===== config.mk =====
export PLATFORM = sky130hd
export DESIGN_NAME = terminal_key_escape_decoder_unit_flat
export DESIGN_NICKNAME = d
export VERILOG_FILES = /design/src/rtl/tked_pkg.sv /design/src/rtl/tked_if.sv /design/src/rtl/tked_ctrl.sv /design/src/rtl/tked_datapath.sv /design/src/rtl/terminal_key_escape_decoder_unit.sv /design/src/flat_wrapper.sv
export SDC_FILE = /design/constraint.sdc
export NUM_CORES = 1
export LEC_CHECK = 0
export BUFFER_PORTS_ARGS = -buffer_cell sky130_fd_sc_hd__buf_2
export CORE_ASPECT_RATIO = 1.2
export CORE_MARGIN = 2
export CORE_UTILIZATION = 41
export CTS_CLUSTER_DIAMETER = 120
export DETAILED_ROUTE_END_ITERATION = 12
export PLACE_DENSITY = 0.64
export SETUP_SLACK_MARGIN = 0.15
export SYNTH_ARGS = -nofsm -noshare
export SYNTH_HDL_FRONTEND = slang
export SYNTH_HIERARCHICAL = 1
export SYNTH_SLANG_ARGS = --single-unit
export TNS_END_PERCENT = 100

===== constraint.sdc =====
create_clock -name clk -period 26.5 [get_ports clk]
set_clock_uncertainty 0.15 [all_clocks]
set_input_delay 5.3 -clock clk [delete_from_list [all_inputs] [get_ports clk]]
set_output_delay 5.3 -clock clk [all_outputs]
set_load 0.05 [all_outputs]

===== src/rtl/tked_pkg.sv =====
// Shared constants, types and lookup tables for the terminal key escape decoder.
`default_nettype none

package tked_pkg;

  localparam int MAX_PENDING = 14;
  localparam int PEND_AW     = $clog2(MAX_PENDING);
  localparam int CNT_W       = $clog2(MAX_PENDING + 1);
  localparam int SUM_W       = CNT_W + 1;

  localparam int BYTE_W     = 8;
  localparam int CODE_W     = 9;
  localparam int CFG_IDX_W  = 3;
  localparam int CFG_DATA_W = 8;

  localparam logic [7:0] KEY_ESC  = 8'h1B;
  localparam logic [7:0] KEY_CSI  = 8'h9B;
  localparam logic [7:0] KEY_SS3  = 8'h8F;
  localparam logic [7:0] CH_LBR   = 8'h5B;
  localparam logic [7:0] CH_O     = 8'h4F;
  localparam logic [7:0] CH_TILDE = 8'h7E;
  localparam logic [7:0] CH_CR    = 8'h0D;
  localparam logic [7:0] CH_LF    = 8'h0A;
  localparam logic [7:0] CH_ETX   = 8'h03;
  localparam logic [7:0] CH_0     = 8'h30;
  localparam logic [7:0] CH_9     = 8'h39;

  localparam logic [8:0] CODE_ESC   = 9'd27;
  localparam logic [8:0] CODE_UP    = 9'd274;
  localparam logic [8:0] CODE_DOWN  = 9'd275;
  localparam logic [8:0] CODE_LEFT  = 9'd276;
  localparam logic [8:0] CODE_RIGHT = 9'd277;

  typedef logic [1:0] tked_mode_t;

  localparam tked_mode_t MODE_IDLE = 2'd0;
  localparam tked_mode_t MODE_ESC  = 2'd1;
  localparam tked_mode_t MODE_CSI  = 2'd2;
  localparam tked_mode_t MODE_SS3  = 2'd3;

  localparam logic [CFG_IDX_W-1:0] CFG_NORTH = 3'd0;
  localparam logic [CFG_IDX_W-1:0] CFG_SOUTH = 3'd1;
  localparam logic [CFG_IDX_W-1:0] CFG_WEST  = 3'd2;
  localparam logic [CFG_IDX_W-1:0] CFG_EAST  = 3'd3;
  localparam logic [CFG_IDX_W-1:0] CFG_INTR  = 3'd4;

  typedef logic [3:0] tked_op_t;

  localparam tked_op_t OP_NONE       = 4'd0;
  localparam tked_op_t OP_START      = 4'd1;
  localparam tked_op_t OP_STORE      = 4'd2;
  localparam tked_op_t OP_TICK       = 4'd3;
  localparam tked_op_t OP_PLAIN      = 4'd4;
  localparam tked_op_t OP_HEAD_CSI   = 4'd5;
  localparam tked_op_t OP_HEAD_SS3K  = 4'd6;
  localparam tked_op_t OP_HEAD_SS3   = 4'd7;
  localparam tked_op_t OP_KEY        = 4'd8;
  localparam tked_op_t OP_TSTART     = 4'd9;
  localparam tked_op_t OP_TSTEP      = 4'd10;
  localparam tked_op_t OP_FKEY       = 4'd11;
  localparam tked_op_t OP_ESC        = 4'd12;
  localparam tked_op_t OP_PUSH_PLAIN = 4'd13;
  localparam tked_op_t OP_PUSH_LEAD  = 4'd14;
  localparam tked_op_t OP_PUSH_END   = 4'd15;

  typedef struct packed {
    tked_op_t op;
    logic     rd_scan;
  } tked_cmd_t;

  typedef struct packed {
    tked_mode_t mode;
    tked_mode_t code;
    logic       in_tick;
    logic       in_lead;
    logic       full_next;
    logic       rem_gt0;
    logic       rem_gt1;
    logic       cur_end;
    logic       b_lbr;
    logic       b_o;
    logic       b_apf;
    logic       b_tilde;
    logic       b_lead;
    logic       scan_end;
    logic       first_ok;
    logic       out_free;
  } tked_status_t;

  function automatic tked_mode_t lead_code(input logic [7:0] b);
    tked_mode_t m;
    unique case (b)
      KEY_ESC: m = MODE_ESC;
      KEY_CSI: m = MODE_CSI;
      KEY_SS3: m = MODE_SS3;
      default: m = MODE_IDLE;
    endcase
    return m;
  endfunction

  function automatic logic is_digit(input logic [7:0] b);
    return (b >= CH_0) && (b <= CH_9);
  endfunction

  // arrow / PF letters: A-D, P-S
  function automatic logic is_apf(input logic [7:0] b);
    return ((b >= 8'h41) && (b <= 8'h44)) || ((b >= 8'h50) && (b <= 8'h53));
  endfunction

  function automatic logic [8:0] keypad_code(input logic [7:0] b);
    logic [8:0] c;
    unique case (b)
      8'h50: c = 9'd256;  // P
      8'h51: c = 9'd257;  // Q
      8'h52: c = 9'd258;  // R
      8'h53: c = 9'd259;  // S
      8'h70: c = 9'd260;  // p
      8'h71: c = 9'd261;  // q
      8'h72: c = 9'd262;  // r
      8'h73: c = 9'd263;  // s
      8'h74: c = 9'd264;  // t
      8'h75: c = 9'd265;  // u
      8'h76: c = 9'd266;  // v
      8'h77: c = 9'd267;  // w
      8'h78: c = 9'd268;  // x
      8'h79: c = 9'd269;  // y
      8'h4D: c = 9'd270;  // M
      8'h6D: c = 9'd271;  // m
      8'h6C: c = 9'd272;  // l
      8'h6E: c = 9'd273;  // n
      8'h41: c = CODE_UP;
      8'h42: c = CODE_DOWN;
      8'h44: c = CODE_LEFT;
      8'h43: c = CODE_RIGHT;
      default: c = CODE_ESC;
    endcase
    return c;
  endfunction

  function automatic logic [8:0] fkey_code(input logic [5:0] nn);
    logic [8:0] c;
    unique case (nn)
      6'd1:  c = 9'd311;
      6'd2:  c = 9'd312;
      6'd3:  c = 9'd313;
      6'd4:  c = 9'd314;
      6'd5:  c = 9'd315;
      6'd6:  c = 9'd316;
      6'd11: c = 9'd281;
      6'd12: c = 9'd282;
      6'd13: c = 9'd283;
      6'd14: c = 9'd284;
      6'd15: c = 9'd285;
      6'd17: c = 9'd286;
      6'd18: c = 9'd287;
      6'd19: c = 9'd288;
      6'd20: c = 9'd289;
      6'd21: c = 9'd290;
      6'd23: c = 9'd291;
      6'd24: c = 9'd292;
      6'd25: c = 9'd293;
      6'd26: c = 9'd294;
      6'd28: c = 9'd295;
      6'd29: c = 9'd296;
      6'd31: c = 9'd297;
      6'd32: c = 9'd298;
      6'd33: c = 9'd299;
      6'd34: c = 9'd300;
      default: c = CODE_ESC;
    endcase
    return c;
  endfunction

  // circular buffer slot for head + offset
  function automatic logic [PEND_AW-1:0] phys_idx(input logic [SUM_W-1:0] s);
    logic [SUM_W-1:0] w;
    w = (s >= SUM_W'(MAX_PENDING)) ? s - SUM_W'(MAX_PENDING) : s;
    return w[PEND_AW-1:0];
  endfunction

endpackage

`default_nettype wire


===== src/rtl/tked_if.sv =====
// Valid/ready channel interfaces for key input beats and decoded result beats.
`default_nettype none

interface tked_in_if import tked_pkg::*; ();
  logic              valid;
  logic              ready;
  logic              cmd;
  logic [BYTE_W-1:0] rx_byte;

  modport source (output valid, output cmd, output rx_byte, input ready);
  modport sink   (input valid, input cmd, input rx_byte, output ready);
endinterface

interface tked_out_if import tked_pkg::*; ();
  logic              valid;
  logic              ready;
  logic [BYTE_W-1:0] key_char;
  logic [CODE_W-1:0] ext_code;
  logic              interrupt_flag;
  logic              last_of_run;

  modport source (output valid, output key_char, output ext_code, output interrupt_flag,
                  output last_of_run, input ready);
  modport sink   (input valid, input key_char, input ext_code, input interrupt_flag,
                  input last_of_run, output ready);
endinterface

`default_nettype wire


===== src/rtl/tked_ctrl.sv =====
// Sequencing state machine: accept, header check, key lookup, tilde scan, replay.
`default_nettype none

module tked_ctrl import tked_pkg::*; (
  input  wire logic         clk,
  input  wire logic         rst_n,
  input  wire logic         in_valid,
  output logic              in_ready,
  input  wire tked_status_t st,
  output tked_cmd_t         cmd
);

  localparam logic [2:0] S_IDLE = 3'd0;
  localparam logic [2:0] S_HEAD = 3'd1;
  localparam logic [2:0] S_KEY  = 3'd2;
  localparam logic [2:0] S_SCAN = 3'd3;
  localparam logic [2:0] S_RPL  = 3'd4;

  logic [2:0] state_r, state_nxt;
  tked_op_t   op_c;

  assign cmd = '{op: op_c, rd_scan: (state_r == S_SCAN)};

  always_comb begin
    op_c      = OP_NONE;
    state_nxt = state_r;
    in_ready  = 1'b0;
    unique case (state_r)
      S_IDLE: begin
        in_ready = 1'b1;
        if (in_valid) begin
          if (st.mode == MODE_IDLE) begin
            if (!st.in_tick) begin
              if (st.in_lead) begin
                op_c = OP_START;
              end else begin
                op_c      = OP_PLAIN;
                state_nxt = S_RPL;
              end
            end
          end else if (st.in_tick) begin
            op_c      = OP_TICK;
            state_nxt = S_HEAD;
          end else begin
            op_c = OP_STORE;
            if (st.full_next) state_nxt = S_HEAD;
          end
        end
      end
      S_HEAD: begin
        state_nxt = S_KEY;
        if (st.code == MODE_ESC && st.rem_gt0) begin
          if (st.b_lbr)      op_c = OP_HEAD_CSI;
          else if (st.b_o)   op_c = OP_HEAD_SS3K;
          else if (st.b_apf) op_c = OP_HEAD_SS3;
        end
      end
      S_KEY: begin
        if (st.rem_gt0 && (st.code == MODE_SS3 || (st.code == MODE_CSI && st.b_apf))) begin
          op_c      = OP_KEY;
          state_nxt = S_RPL;
        end else if (st.rem_gt1 && st.code == MODE_CSI) begin
          op_c      = OP_TSTART;
          state_nxt = S_SCAN;
        end else begin
          op_c      = OP_ESC;
          state_nxt = S_RPL;
        end
      end
      S_SCAN: begin
        if (st.scan_end) begin
          op_c      = OP_ESC;
          state_nxt = S_RPL;
        end else if (st.b_tilde) begin
          op_c      = st.first_ok ? OP_FKEY : OP_ESC;
          state_nxt = S_RPL;
        end else begin
          op_c = OP_TSTEP;
        end
      end
      S_RPL: begin
        if (st.out_free) begin
          if (st.cur_end) begin
            op_c      = OP_PUSH_END;
            state_nxt = S_IDLE;
          end else if (st.b_lead) begin
            op_c      = OP_PUSH_LEAD;
            state_nxt = S_IDLE;
          end else begin
            op_c = OP_PUSH_PLAIN;
          end
        end
      end
      default: state_nxt = S_IDLE;
    endcase
  end

  always_ff @(posedge clk) begin
    if (!rst_n) begin
      state_r <= S_IDLE;
    end else begin
      state_r <= state_nxt;
    end
  end

endmodule

`default_nettype wire


===== src/rtl/tked_datapath.sv =====
// Pending byte buffer, parse registers, result staging and output register.
`default_nettype none

module tked_datapath import tked_pkg::*; (
  input  wire logic                  clk,
  input  wire logic                  rst_n,
  input  wire tked_cmd_t             cmd,
  output tked_status_t               st,
  input  wire logic                  in_cmd,
  input  wire logic [BYTE_W-1:0]     in_rx_byte,
  input  wire logic                  cfg_we,
  input  wire logic [CFG_IDX_W-1:0]  cfg_idx,
  input  wire logic [CFG_DATA_W-1:0] cfg_wdata,
  output logic                       out_valid,
  input  wire logic                  out_ready,
  output logic [BYTE_W-1:0]          out_key_char,
  output logic [CODE_W-1:0]          out_ext_code,
  output logic                       out_interrupt_flag,
  output logic                       out_last_of_run
);

  logic [BYTE_W-1:0] north_r, south_r, west_r, east_r;
  logic              int_en_r;

  tked_mode_t        mode_r, mode_nxt;
  tked_mode_t        c_r, c_nxt;
  logic [CNT_W-1:0]  count_r, count_nxt;
  logic [PEND_AW-1:0] head_r, head_nxt;
  logic [CNT_W-1:0]  k_r, k_nxt;
  logic [CNT_W-1:0]  t_r, t_nxt;
  logic [5:0]        nn_r, nn_nxt;
  logic              run_r, run_nxt;
  logic              first_r, first_nxt;

  logic [BYTE_W-1:0] stg_key_r, stg_key_nxt;
  logic [CODE_W-1:0] stg_ext_r, stg_ext_nxt;
  logic              stg_intr_r, stg_intr_nxt;

  logic              out_valid_r;
  logic [BYTE_W-1:0] out_key_r;
  logic [CODE_W-1:0] out_ext_r;
  logic              out_intr_r;
  logic              out_last_r;
  logic              push, push_last;

  logic [BYTE_W-1:0] buf_r [MAX_PENDING];
  logic              buf_we;
  logic [PEND_AW-1:0] wr_idx, rd_idx;
  logic [CNT_W-1:0]  rd_pos;
  logic [BYTE_W-1:0] rd_byte;

  logic [9:0]        nn_sum;
  logic [5:0]        nn_sat;
  logic [CNT_W:0]    k_p1;

  logic [BYTE_W-1:0] plain_src, plain_key;
  logic              plain_intr;
  logic [CODE_W-1:0] code_new;
  logic [BYTE_W-1:0] code_key;

  assign rd_pos  = cmd.rd_scan ? t_r : k_r;
  assign rd_idx  = phys_idx(SUM_W'(head_r) + SUM_W'(rd_pos));
  assign wr_idx  = phys_idx(SUM_W'(head_r) + SUM_W'(count_r));
  assign rd_byte = buf_r[rd_idx];

  assign nn_sum = 10'(nn_r) * 10'd10 + 10'(rd_byte[3:0]);
  assign nn_sat = (nn_sum > 10'd63) ? 6'd63 : nn_sum[5:0];
  assign k_p1   = (CNT_W + 1)'(k_r) + (CNT_W + 1)'(1);

  assign st.mode      = mode_r;
  assign st.code      = c_r;
  assign st.in_tick   = in_cmd;
  assign st.in_lead   = (lead_code(in_rx_byte) != MODE_IDLE);
  assign st.full_next = (count_r == CNT_W'(MAX_PENDING - 1));
  assign st.rem_gt0   = (k_r < count_r);
  assign st.rem_gt1   = ((CNT_W + 1)'(count_r) > k_p1);
  assign st.cur_end   = (k_r == count_r);
  assign st.b_lbr     = (rd_byte == CH_LBR);
  assign st.b_o       = (rd_byte == CH_O);
  assign st.b_apf     = is_apf(rd_byte);
  assign st.b_tilde   = (rd_byte == CH_TILDE);
  assign st.b_lead    = (lead_code(rd_byte) != MODE_IDLE);
  assign st.scan_end  = (t_r == count_r);
  assign st.first_ok  = (t_r == k_r) ? is_digit(rd_byte) : first_r;
  assign st.out_free  = !out_valid_r || out_ready;

  // plain byte translation
  assign plain_src  = (cmd.op == OP_PLAIN) ? in_rx_byte : rd_byte;
  assign plain_key  = (plain_src == CH_CR) ? CH_LF : plain_src;
  assign plain_intr = (plain_src == CH_ETX) && int_en_r;

  always_comb begin
    case (cmd.op)
      OP_KEY:  code_new = keypad_code(rd_byte);
      OP_FKEY: code_new = fkey_code(nn_r);
      default: code_new = CODE_ESC;
    endcase
  end

  always_comb begin
    case (code_new)
      CODE_UP:    code_key = north_r;
      CODE_DOWN:  code_key = south_r;
      CODE_LEFT:  code_key = west_r;
      CODE_RIGHT: code_key = east_r;
      default:    code_key = KEY_ESC;
    endcase
  end

  always_comb begin
    mode_nxt     = mode_r;
    c_nxt        = c_r;
    count_nxt    = count_r;
    head_nxt     = head_r;
    k_nxt        = k_r;
    t_nxt        = t_r;
    nn_nxt       = nn_r;
    run_nxt      = run_r;
    first_nxt    = first_r;
    stg_key_nxt  = stg_key_r;
    stg_ext_nxt  = stg_ext_r;
    stg_intr_nxt = stg_intr_r;
    push         = 1'b0;
    push_last    = 1'b0;
    buf_we       = 1'b0;
    unique case (cmd.op)
      OP_NONE: ;
      OP_START: begin
        mode_nxt  = lead_code(in_rx_byte);
        count_nxt = '0;
        head_nxt  = '0;
      end
      OP_STORE: begin
        buf_we    = 1'b1;
        count_nxt = count_r + CNT_W'(1);
        c_nxt     = mode_r;
        k_nxt     = '0;
      end
      OP_TICK: begin
        c_nxt = mode_r;
        k_nxt = '0;
      end
      OP_PLAIN: begin
        stg_key_nxt  = plain_key;
        stg_ext_nxt  = CODE_W'(plain_src);
        stg_intr_nxt = plain_intr;
        k_nxt        = '0;
      end
      OP_HEAD_CSI: begin
        c_nxt = MODE_CSI;
        k_nxt = CNT_W'(1);
      end
      OP_HEAD_SS3K: begin
        c_nxt = MODE_SS3;
        k_nxt = CNT_W'(1);
      end
      OP_HEAD_SS3: c_nxt = MODE_SS3;
      OP_KEY, OP_FKEY, OP_ESC: begin
        stg_key_nxt  = code_key;
        stg_ext_nxt  = code_new;
        stg_intr_nxt = 1'b0;
        if (cmd.op == OP_KEY)  k_nxt = k_r + CNT_W'(1);
        if (cmd.op == OP_FKEY) k_nxt = t_r + CNT_W'(1);
      end
      OP_TSTART: begin
        t_nxt   = k_r;
        nn_nxt  = '0;
        run_nxt = 1'b1;
      end
      OP_TSTEP: begin
        if (run_r && is_digit(rd_byte)) nn_nxt = nn_sat;
        else run_nxt = 1'b0;
        if (t_r == k_r) first_nxt = is_digit(rd_byte);
        t_nxt = t_r + CNT_W'(1);
      end
      OP_PUSH_PLAIN: begin
        push         = 1'b1;
        stg_key_nxt  = plain_key;
        stg_ext_nxt  = CODE_W'(plain_src);
        stg_intr_nxt = plain_intr;
        k_nxt        = k_r + CNT_W'(1);
      end
      OP_PUSH_LEAD: begin
        push      = 1'b1;
        push_last = 1'b1;
        mode_nxt  = lead_code(rd_byte);
        head_nxt  = phys_idx(SUM_W'(head_r) + SUM_W'(k_r) + SUM_W'(1));
        count_nxt = count_r - k_r - CNT_W'(1);
      end
      OP_PUSH_END: begin
        push      = 1'b1;
        push_last = 1'b1;
        mode_nxt  = MODE_IDLE;
        count_nxt = '0;
        head_nxt  = '0;
      end
      default: ;
    endcase
  end

  always_ff @(posedge clk) begin
    if (!rst_n) begin
      north_r  <= 8'd107;
      south_r  <= 8'd106;
      west_r   <= 8'd104;
      east_r   <= 8'd108;
      int_en_r <= 1'b1;
    end else if (cfg_we) begin
      case (cfg_idx)
        CFG_NORTH: north_r  <= cfg_wdata;
        CFG_SOUTH: south_r  <= cfg_wdata;
        CFG_WEST:  west_r   <= cfg_wdata;
        CFG_EAST:  east_r   <= cfg_wdata;
        CFG_INTR:  int_en_r <= cfg_wdata[0];
        default: ;
      endcase
    end
  end

  always_ff @(posedge clk) begin
    if (!rst_n) begin
      mode_r      <= MODE_IDLE;
      c_r         <= MODE_IDLE;
      count_r     <= '0;
      head_r      <= '0;
      k_r         <= '0;
      t_r         <= '0;
      nn_r        <= '0;
      run_r       <= 1'b0;
      first_r     <= 1'b0;
      out_valid_r <= 1'b0;
    end else begin
      mode_r  <= mode_nxt;
      c_r     <= c_nxt;
      count_r <= count_nxt;
      head_r  <= head_nxt;
      k_r     <= k_nxt;
      t_r     <= t_nxt;
      nn_r    <= nn_nxt;
      run_r   <= run_nxt;
      first_r <= first_nxt;
      if (push) out_valid_r <= 1'b1;
      else if (out_ready) out_valid_r <= 1'b0;
    end
  end

  always_ff @(posedge clk) begin
    stg_key_r  <= stg_key_nxt;
    stg_ext_r  <= stg_ext_nxt;
    stg_intr_r <= stg_intr_nxt;
    if (buf_we) buf_r[wr_idx] <= in_rx_byte;
    if (push) begin
      out_key_r  <= stg_key_r;
      out_ext_r  <= stg_ext_r;
      out_intr_r <= stg_intr_r;
      out_last_r <= push_last;
    end
  end

  assign out_valid          = out_valid_r;
  assign out_key_char       = out_key_r;
  assign out_ext_code       = out_ext_r;
  assign out_interrupt_flag = out_intr_r;
  assign out_last_of_run    = out_last_r;

endmodule

`default_nettype wire


===== src/rtl/terminal_key_escape_decoder_unit.sv =====
// Top level of the terminal key escape decoder: controller plus datapath.
//
// in_ch carries one beat per keyboard byte (cmd 0) or quiet-line tick (cmd 1).
// out_ch carries the decoded keys; last_of_run marks the final beat caused by
// one input beat. Some input beats (lead bytes, bytes inside a sequence, idle
// ticks) cause no result beat at all.
// cfg_we/cfg_idx/cfg_wdata write the four move keys and the interrupt enable.
// Flow: a plain byte is staged when it is accepted and moves to the output
// register from the replay state; the next input beat is taken once the
// controller is back in idle. A parse runs a header check and a key lookup,
// scans a CSI number byte by byte for its tilde, then pushes its result beats
// one at a time, each push waiting while the receiver holds the output full.
// in_ch.ready is high only while the controller waits for input; items are
// handled one at a time.
// out_ch has a single output register; while the receiver stalls the
// sequencer holds with the next result staged, and a new input beat can be
// taken while the last result of a run still waits.
// Reset (rst_n low, synchronous) returns to idle with no pending bytes and
// the default move keys and interrupt enable.
`default_nettype none

module terminal_key_escape_decoder_unit import tked_pkg::*; (
  input  wire logic                  clk,
  input  wire logic                  rst_n,
  tked_in_if.sink                    in_ch,
  tked_out_if.source                 out_ch,
  input  wire logic                  cfg_we,
  input  wire logic [CFG_IDX_W-1:0]  cfg_idx,
  input  wire logic [CFG_DATA_W-1:0] cfg_wdata
);

  tked_cmd_t    cmd;
  tked_status_t st;
  logic         ready_c;

  assign in_ch.ready = ready_c;

  tked_ctrl u_ctrl (
    .clk      (clk),
    .rst_n    (rst_n),
    .in_valid (in_ch.valid),
    .in_ready (ready_c),
    .st       (st),
    .cmd      (cmd)
  );

  tked_datapath u_dp (
    .clk                (clk),
    .rst_n              (rst_n),
    .cmd                (cmd),
    .st                 (st),
    .in_cmd             (in_ch.cmd),
    .in_rx_byte         (in_ch.rx_byte),
    .cfg_we             (cfg_we),
    .cfg_idx            (cfg_idx),
    .cfg_wdata          (cfg_wdata),
    .out_valid          (out_ch.valid),
    .out_ready          (out_ch.ready),
    .out_key_char       (out_ch.key_char),
    .out_ext_code       (out_ch.ext_code),
    .out_interrupt_flag (out_ch.interrupt_flag),
    .out_last_of_run    (out_ch.last_of_run)
  );

endmodule

`default_nettype wire


===== src/flat_wrapper.sv =====
// flat-port wrapper written by rule: the top's interface ports become plain ports
module terminal_key_escape_decoder_unit_flat import tked_pkg::*;
  (clk, rst_n, cfg_we, cfg_idx, cfg_wdata, in_ch_valid, in_ch_cmd, in_ch_rx_byte, in_ch_ready, out_ch_valid, out_ch_key_char, out_ch_ext_code, out_ch_interrupt_flag, out_ch_last_of_run, out_ch_ready);
  tked_in_if in_ch_i ();
  tked_out_if out_ch_i ();
  input  wire logic clk;
  input  wire logic rst_n;
  input  wire logic cfg_we;
  input  wire logic [CFG_IDX_W-1:0] cfg_idx;
  input  wire logic [CFG_DATA_W-1:0] cfg_wdata;
  input wire logic [$bits(in_ch_i.valid)-1:0] in_ch_valid;
  input wire logic [$bits(in_ch_i.cmd)-1:0] in_ch_cmd;
  input wire logic [$bits(in_ch_i.rx_byte)-1:0] in_ch_rx_byte;
  output wire logic [$bits(in_ch_i.ready)-1:0] in_ch_ready;
  output wire logic [$bits(out_ch_i.valid)-1:0] out_ch_valid;
  output wire logic [$bits(out_ch_i.key_char)-1:0] out_ch_key_char;
  output wire logic [$bits(out_ch_i.ext_code)-1:0] out_ch_ext_code;
  output wire logic [$bits(out_ch_i.interrupt_flag)-1:0] out_ch_interrupt_flag;
  output wire logic [$bits(out_ch_i.last_of_run)-1:0] out_ch_last_of_run;
  input wire logic [$bits(out_ch_i.ready)-1:0] out_ch_ready;
  assign in_ch_i.valid = in_ch_valid;
  assign in_ch_i.cmd = in_ch_cmd;
  assign in_ch_i.rx_byte = in_ch_rx_byte;
  assign in_ch_ready = in_ch_i.ready;
  assign out_ch_valid = out_ch_i.valid;
  assign out_ch_key_char = out_ch_i.key_char;
  assign out_ch_ext_code = out_ch_i.ext_code;
  assign out_ch_interrupt_flag = out_ch_i.interrupt_flag;
  assign out_ch_last_of_run = out_ch_i.last_of_run;
  assign out_ch_i.ready = out_ch_ready;
  terminal_key_escape_decoder_unit u_core (.clk(clk), .rst_n(rst_n), .in_ch(in_ch_i), .out_ch(out_ch_i), .cfg_we(cfg_we), .cfg_idx(cfg_idx), .cfg_wdata(cfg_wdata));
endmodule

# --- After elaboration in Yosys (flattened, before gate mapping) ---
# Memory sizes are Yosys's and may differ from the RTL's. A register that Yosys moved wholly into a read port is not among the register bits.
# Index checks and enable logic that the tools add are counted.
classes:
  n_eq_ne: 77
  multipliers: 1
  n_reduce_logical: 44
  n_addsub: 14
  muxes: 70
  n_lt_le_gt_ge: 12
op_table:
  columns: ["op", "count"]
  rows:
  - ["8-bit by 7-bit == test with 1-bit output, second input constant", 25]
  - ["9-bit case mux with 22 select lines", 1]
  - ["3-bit 2-to-1 mux", 24]
  - ["4-bit == test, second input constant", 9]
  - ["9-bit == test, second input constant", 4]
  - ["4-bit 2-to-1 mux", 9]
  - ["9-bit case mux with 2 select lines", 2]
  - ["8-bit == test, second input constant", 4]
  - ["8-bit case mux with 4 select lines", 1]
  - ["6-bit 2-to-1 mux", 4]
  - ["2-bit case mux with 3 select lines", 4]
  - ["4-bit case mux with 5 select lines", 1]
  - ["4-bit by 3-bit == test with 1-bit output, second input constant", 4]
  - ["8-bit by 5-bit == test with 1-bit output, second input constant", 2]
  - ["8-bit by 7-bit greater-or-equal comparator with 1-bit output, second input constant", 2]
  - ["8-bit by 7-bit <= comparator with 1-bit output, second input constant", 2]
  - ["8-bit 2-to-1 mux", 2]
  - ["4-bit case mux with 2 select lines", 2]
  - ["4-bit case mux with 4 select lines", 1]
  - ["8-bit case mux with 2 select lines", 1]
  - ["2-bit AND reduction", 8]
  - ["4-bit by 4-bit adder with 5-bit output", 3]
  - ["5-bit by 4-bit greater-or-equal comparator with 1-bit output, second input constant", 3]
  - ["3-bit case mux with 5 select lines", 1]
  - ["other kinds (44)", 99]
totals:
  memories: 2
  input_bits: 25
  romBits: 448
  ram_bits: 112
  reg_bits: 102
mem_list:
  columns: ["name", "depth", "width", "read_ports", "rd_clocked_by_memory_dff", "wr", "line", "source"]
  rows:
  - ["(no name shown)", 64, 7, 1, 1, 0, "tked_pkg.sv:142", "unique case (nn)"]
  - ["u_core.u_dp.buf_r", 14, 8, 1, 0, 1, "tked_datapath.sv:46", "logic [BYTE_W-1:0] buf_r [MAX_PENDING];"]

# --- Logic depth before layout (Yosys ltp) ---
# An unclocked memory read counts as a cell.
depth:
  word_depth: 19
  ltp_mapped: 41

# --- Cells and area by module ---
# Netlist, hierarchy kept.
modules_own_cells:
  columns: ["mod", "cells_per_inst", "area_per_inst_um2", "n_inst"]
  rows:
  - ["tked_datapath", 1182, 12141.6, 1]
  - ["tked_ctrl", 59, 427.9, 1]

# --- Least setup slack after synthesis ---
# No wires, ideal clock.
synth_path:
  path_kind: "input-to-reg"
  from: "input port in_ch_rx_byte[0]"
  to: "register (tool-made name)"
  arrival_ps: 8870
  path_buffers: 0
  path_slack_ps: 17364
  setup_time_ps: 116
  required_ps: 26234
  cell_stages: 19
  cell_sequence: "nand3_1 -> nor3_1 -> a21boi_0 -> nor4_2 -> nand3_1 -> o21ai_0 -> a211o_1 -> nand2b_1 -> nor2_1 -> nand2_1 -> o31ai_2 -> mux2i_1 -> nand2_1 -> inv_1 -> ha_1 -> nor3b_1 -> a2111oi_0 -> a31oi_1 -> o211a_1"
synth_rtl:
  columns: ["element", "line", "source"]
  rows:
  - ["start: declaration", "flat_wrapper.sv:13", "input wire logic [$bits(in_ch_i.rx_byte)-1:0] in_ch_rx_byte;"]

==> impl_metrics.toml <==
[finish]
antenna_cells = 0
drive_gt1_share_pct = 12.9
syn_to_final_growth_pct = 10.8
fin_area_um2 = 13900
fillerInstances = 2901
multiInputGateArea_um2 = 6270
final_nets = 1351
layout.cells.non_filler = 1686
ff_latch_area_um2 = 5920

[power]
peakVddDrop_mv = 0.0592
power_density_nw_per_um2 = 85.2
leakage_nw = 5.15

[setup_path]
critPathSlowestCell = "nor2_2"
worstPathMaxFanout = 16
start_kind = "flop"
crit_type = "reg -> reg"
cp_slowest_stage_delay_ps = 790
crit_top_cell = "nand2_1"
critPathRequiredTime_ps = 26800
endpoint_kind = "flop"
cp_data_arrival_time_ps = 10890
rrSetupSlack_ps = 15910

[clock_tree]
cts_tree = "built"
postCtsHoldBufs = 0
path_clk_slew_ps = 70
clock_latency_ps = 560
cts_buffers = 25
htree_levels = 1
cts-resized-gates = 0
clock_path_buffers = 3
cts_setup_buffers = 0
cts-root-buf = "clkbuf_16"
cts_sinks = 221

[synth]
synthDominantCellAreaShare_pct = 35.6
ys_types = 104
ys_top_cells_by_area = "edfxtp_1 (36%), dfxtp_1 (11%), ha_1 (4.9%)"
synth_ff_type = "edfxtp_1"
postSynthCellCount = 1241
synth_edf_count = 149
avgSynthCellArea_um2 = 10.1
yosysTopAreaCell = "edfxtp_1"
syn_nets = 1321
synthTopCellsByCount = "edfxtp_1 (149), nand2_1 (143), nor2_1 (121)"
seq_area_frac_synth_pct = 47.1
ys_async_sr_fraction_pct = 0
ys_seq_elements = 221
syn-cell-area_um2 = 12600
yosys_warnings = 6
yosysMostFrequentCell = "edfxtp_1"

[timing]
finalMaxSlewViolations = 0
tightest_slew_ps = 1230
period_needed_ps = 10590
post-route-period-util_pct = 39.9
hold_violations = 0
setup_viol_count_final = 0
finalSetupTns_ps = 0
fmax_mhz = 94.5
rsz0062_at_grt = "false"
slew_headroom_pct = 17.5
worst_slack_ps = 15910

[outcome]
status = "complete, no violations"

[worst_hold_path]
holdCritPathClass = "reg -> reg"

[floorplan]
ios = 46
die_w_um = 164
rows = 70
die_area_um2 = 32100
die_h_um = 196
initial_core_util_pct = 41.5
core-area_um2 = 30300

[detailed_routing]
drtPass1Iterations = 5
vias = 9942
post-route-drc-count = 0
avgRoutedWirePerCell_um = 20.6
viasPerCell = 5.90
drt_wl_total_mm = 34.8
drtAntennaViolNets = 0
drt_iter0_drc = 767

[grt]
first_global_vias = 9668
antenna_found_initial = 0
grt_max_degree = 44
grt_pass1_wl_mm = 54.0
grt.total_usage_pct = 21.5
grt.overflow.total = 0

[place]
postPlaceCellArea_um2 = 13100
dp_cells = 1640
hpwl_mm = 24.6
pre_cts_slack_ps = 16020
gp_congestion = 0.945
numPortBuffers = 45

[run]
cap_violations = 0
sequential cells by signal, summed over array words and instances (netlist names), 2 cells and up, named ones only:
name / count
u_core/u_dp/east_r: 8
u_core/u_dp/south_r: 8
u_core/u_dp/mode_r: 2
u_core/u_dp/out_key_char: 8
u_core/u_dp/t_r: 4
u_core/u_dp/buf_r: 112
u_core/u_dp/k_r: 4
u_core/u_dp/c_r: 2
u_core/u_ctrl/state_r: 3
u_core/u_dp/head_r: 4
u_core/u_dp/out_ext_code: 9
u_core/u_dp/north_r: 8
u_core/u_dp/nn_r: 6
u_core/u_dp/west_r: 8
u_core/u_dp/stg_key_r: 8
u_core/u_dp/count_r: 4
u_core/u_dp/stg_ext_r: 9
worst max-delay path: cells and delay by family (launching register included):
family | cells | cell delay (ps)
multiplexers | 2 | 920
adder cells (fa/ha/maj) | 4 | 1270
AND/OR/NAND/NOR | 14 | 4780
buffers and inverters | 3 | 580
flip-flops | 1 | 570
XOR/XNOR | 2 | 320
AO/OA/AOI/OAI | 9 | 1880
report_power, final:
group	switching, mW	total (mW)	internal, mW
clock	0.150	0.338	0.188
sequential	0.0196	0.431	0.412
combinational	0.282	0.417	0.134
final timing paths:
path,start,end,depth (start not counted)
min reg2reg,u_core/u_dp/stg_ext_r[5],u_core/u_dp/out_ext_code[5],0
max,u_core/u_ctrl/state_r[0],flop,34
max reg2reg,u_core/u_ctrl/state_r[0],flop,34
min,u_core/u_dp/stg_ext_r[5],u_core/u_dp/out_ext_code[5],0
metrics by stage:
stage          power (mW)  hold WS [ps]  util [%]
6_report             1.19           266      45.9
5_1_grt              1.25           271      45.9
3_5_place_dp        0.850           255      43.3
2_1_floorplan       0.739           250         -
4_1_cts              1.19           266      45.9
3_3_place_gp        0.848           253      43.3
cell usage in the layout, fill, tap and decap left out, types with 45 or more instances in the layout:
cell      Yosys  layout
nor3_1       55      55
nand3_1      57      57
ha_1         49      48
nand2_1     143     143
nor2_1      121     120
dfxtp_1      72      72
a21oi_1      71      71
edfxtp_1    149     149
o21ai_0      57      56
buf_2         8      45
layer usage:
layer	up-vias	track usage, %	wire, µm
met2	313	38.6	17700
met3	78	2.45	1620
met4	0	8.12	1150
met1	4849	26.3	14400
met5	-	0	0
li1	4702	-	-
cell families (layout without fill, tap and decap cells):
kind of cell               Yosys count  after routing  synth area share [%]
adders and majority gates           55             55                  5.83
AOI/OAI and AO/OA                  281            281                  16.0
xor gates and xnor gates            32             32                  2.29
buffers and inverters               90            139                  3.07
muxes                               69             69                  6.73
and+or+nand+nor                    493            493                  19.0
DFF                                221            221                  47.1
layout make-up:
class / count / share of cell area, %
Inverter: 41 / 1.12
Tap cell: 396 / 3.56
Clock buffer: 33 / 4.96
Sequential cell: 221 / 42.5
Clock inverter: 13 / 0.809
Multi-Input combinational cell: 930 / 45.1
Timing Repair Buffer: 52 / 2.00
Power figures use the tool's default switching activity.
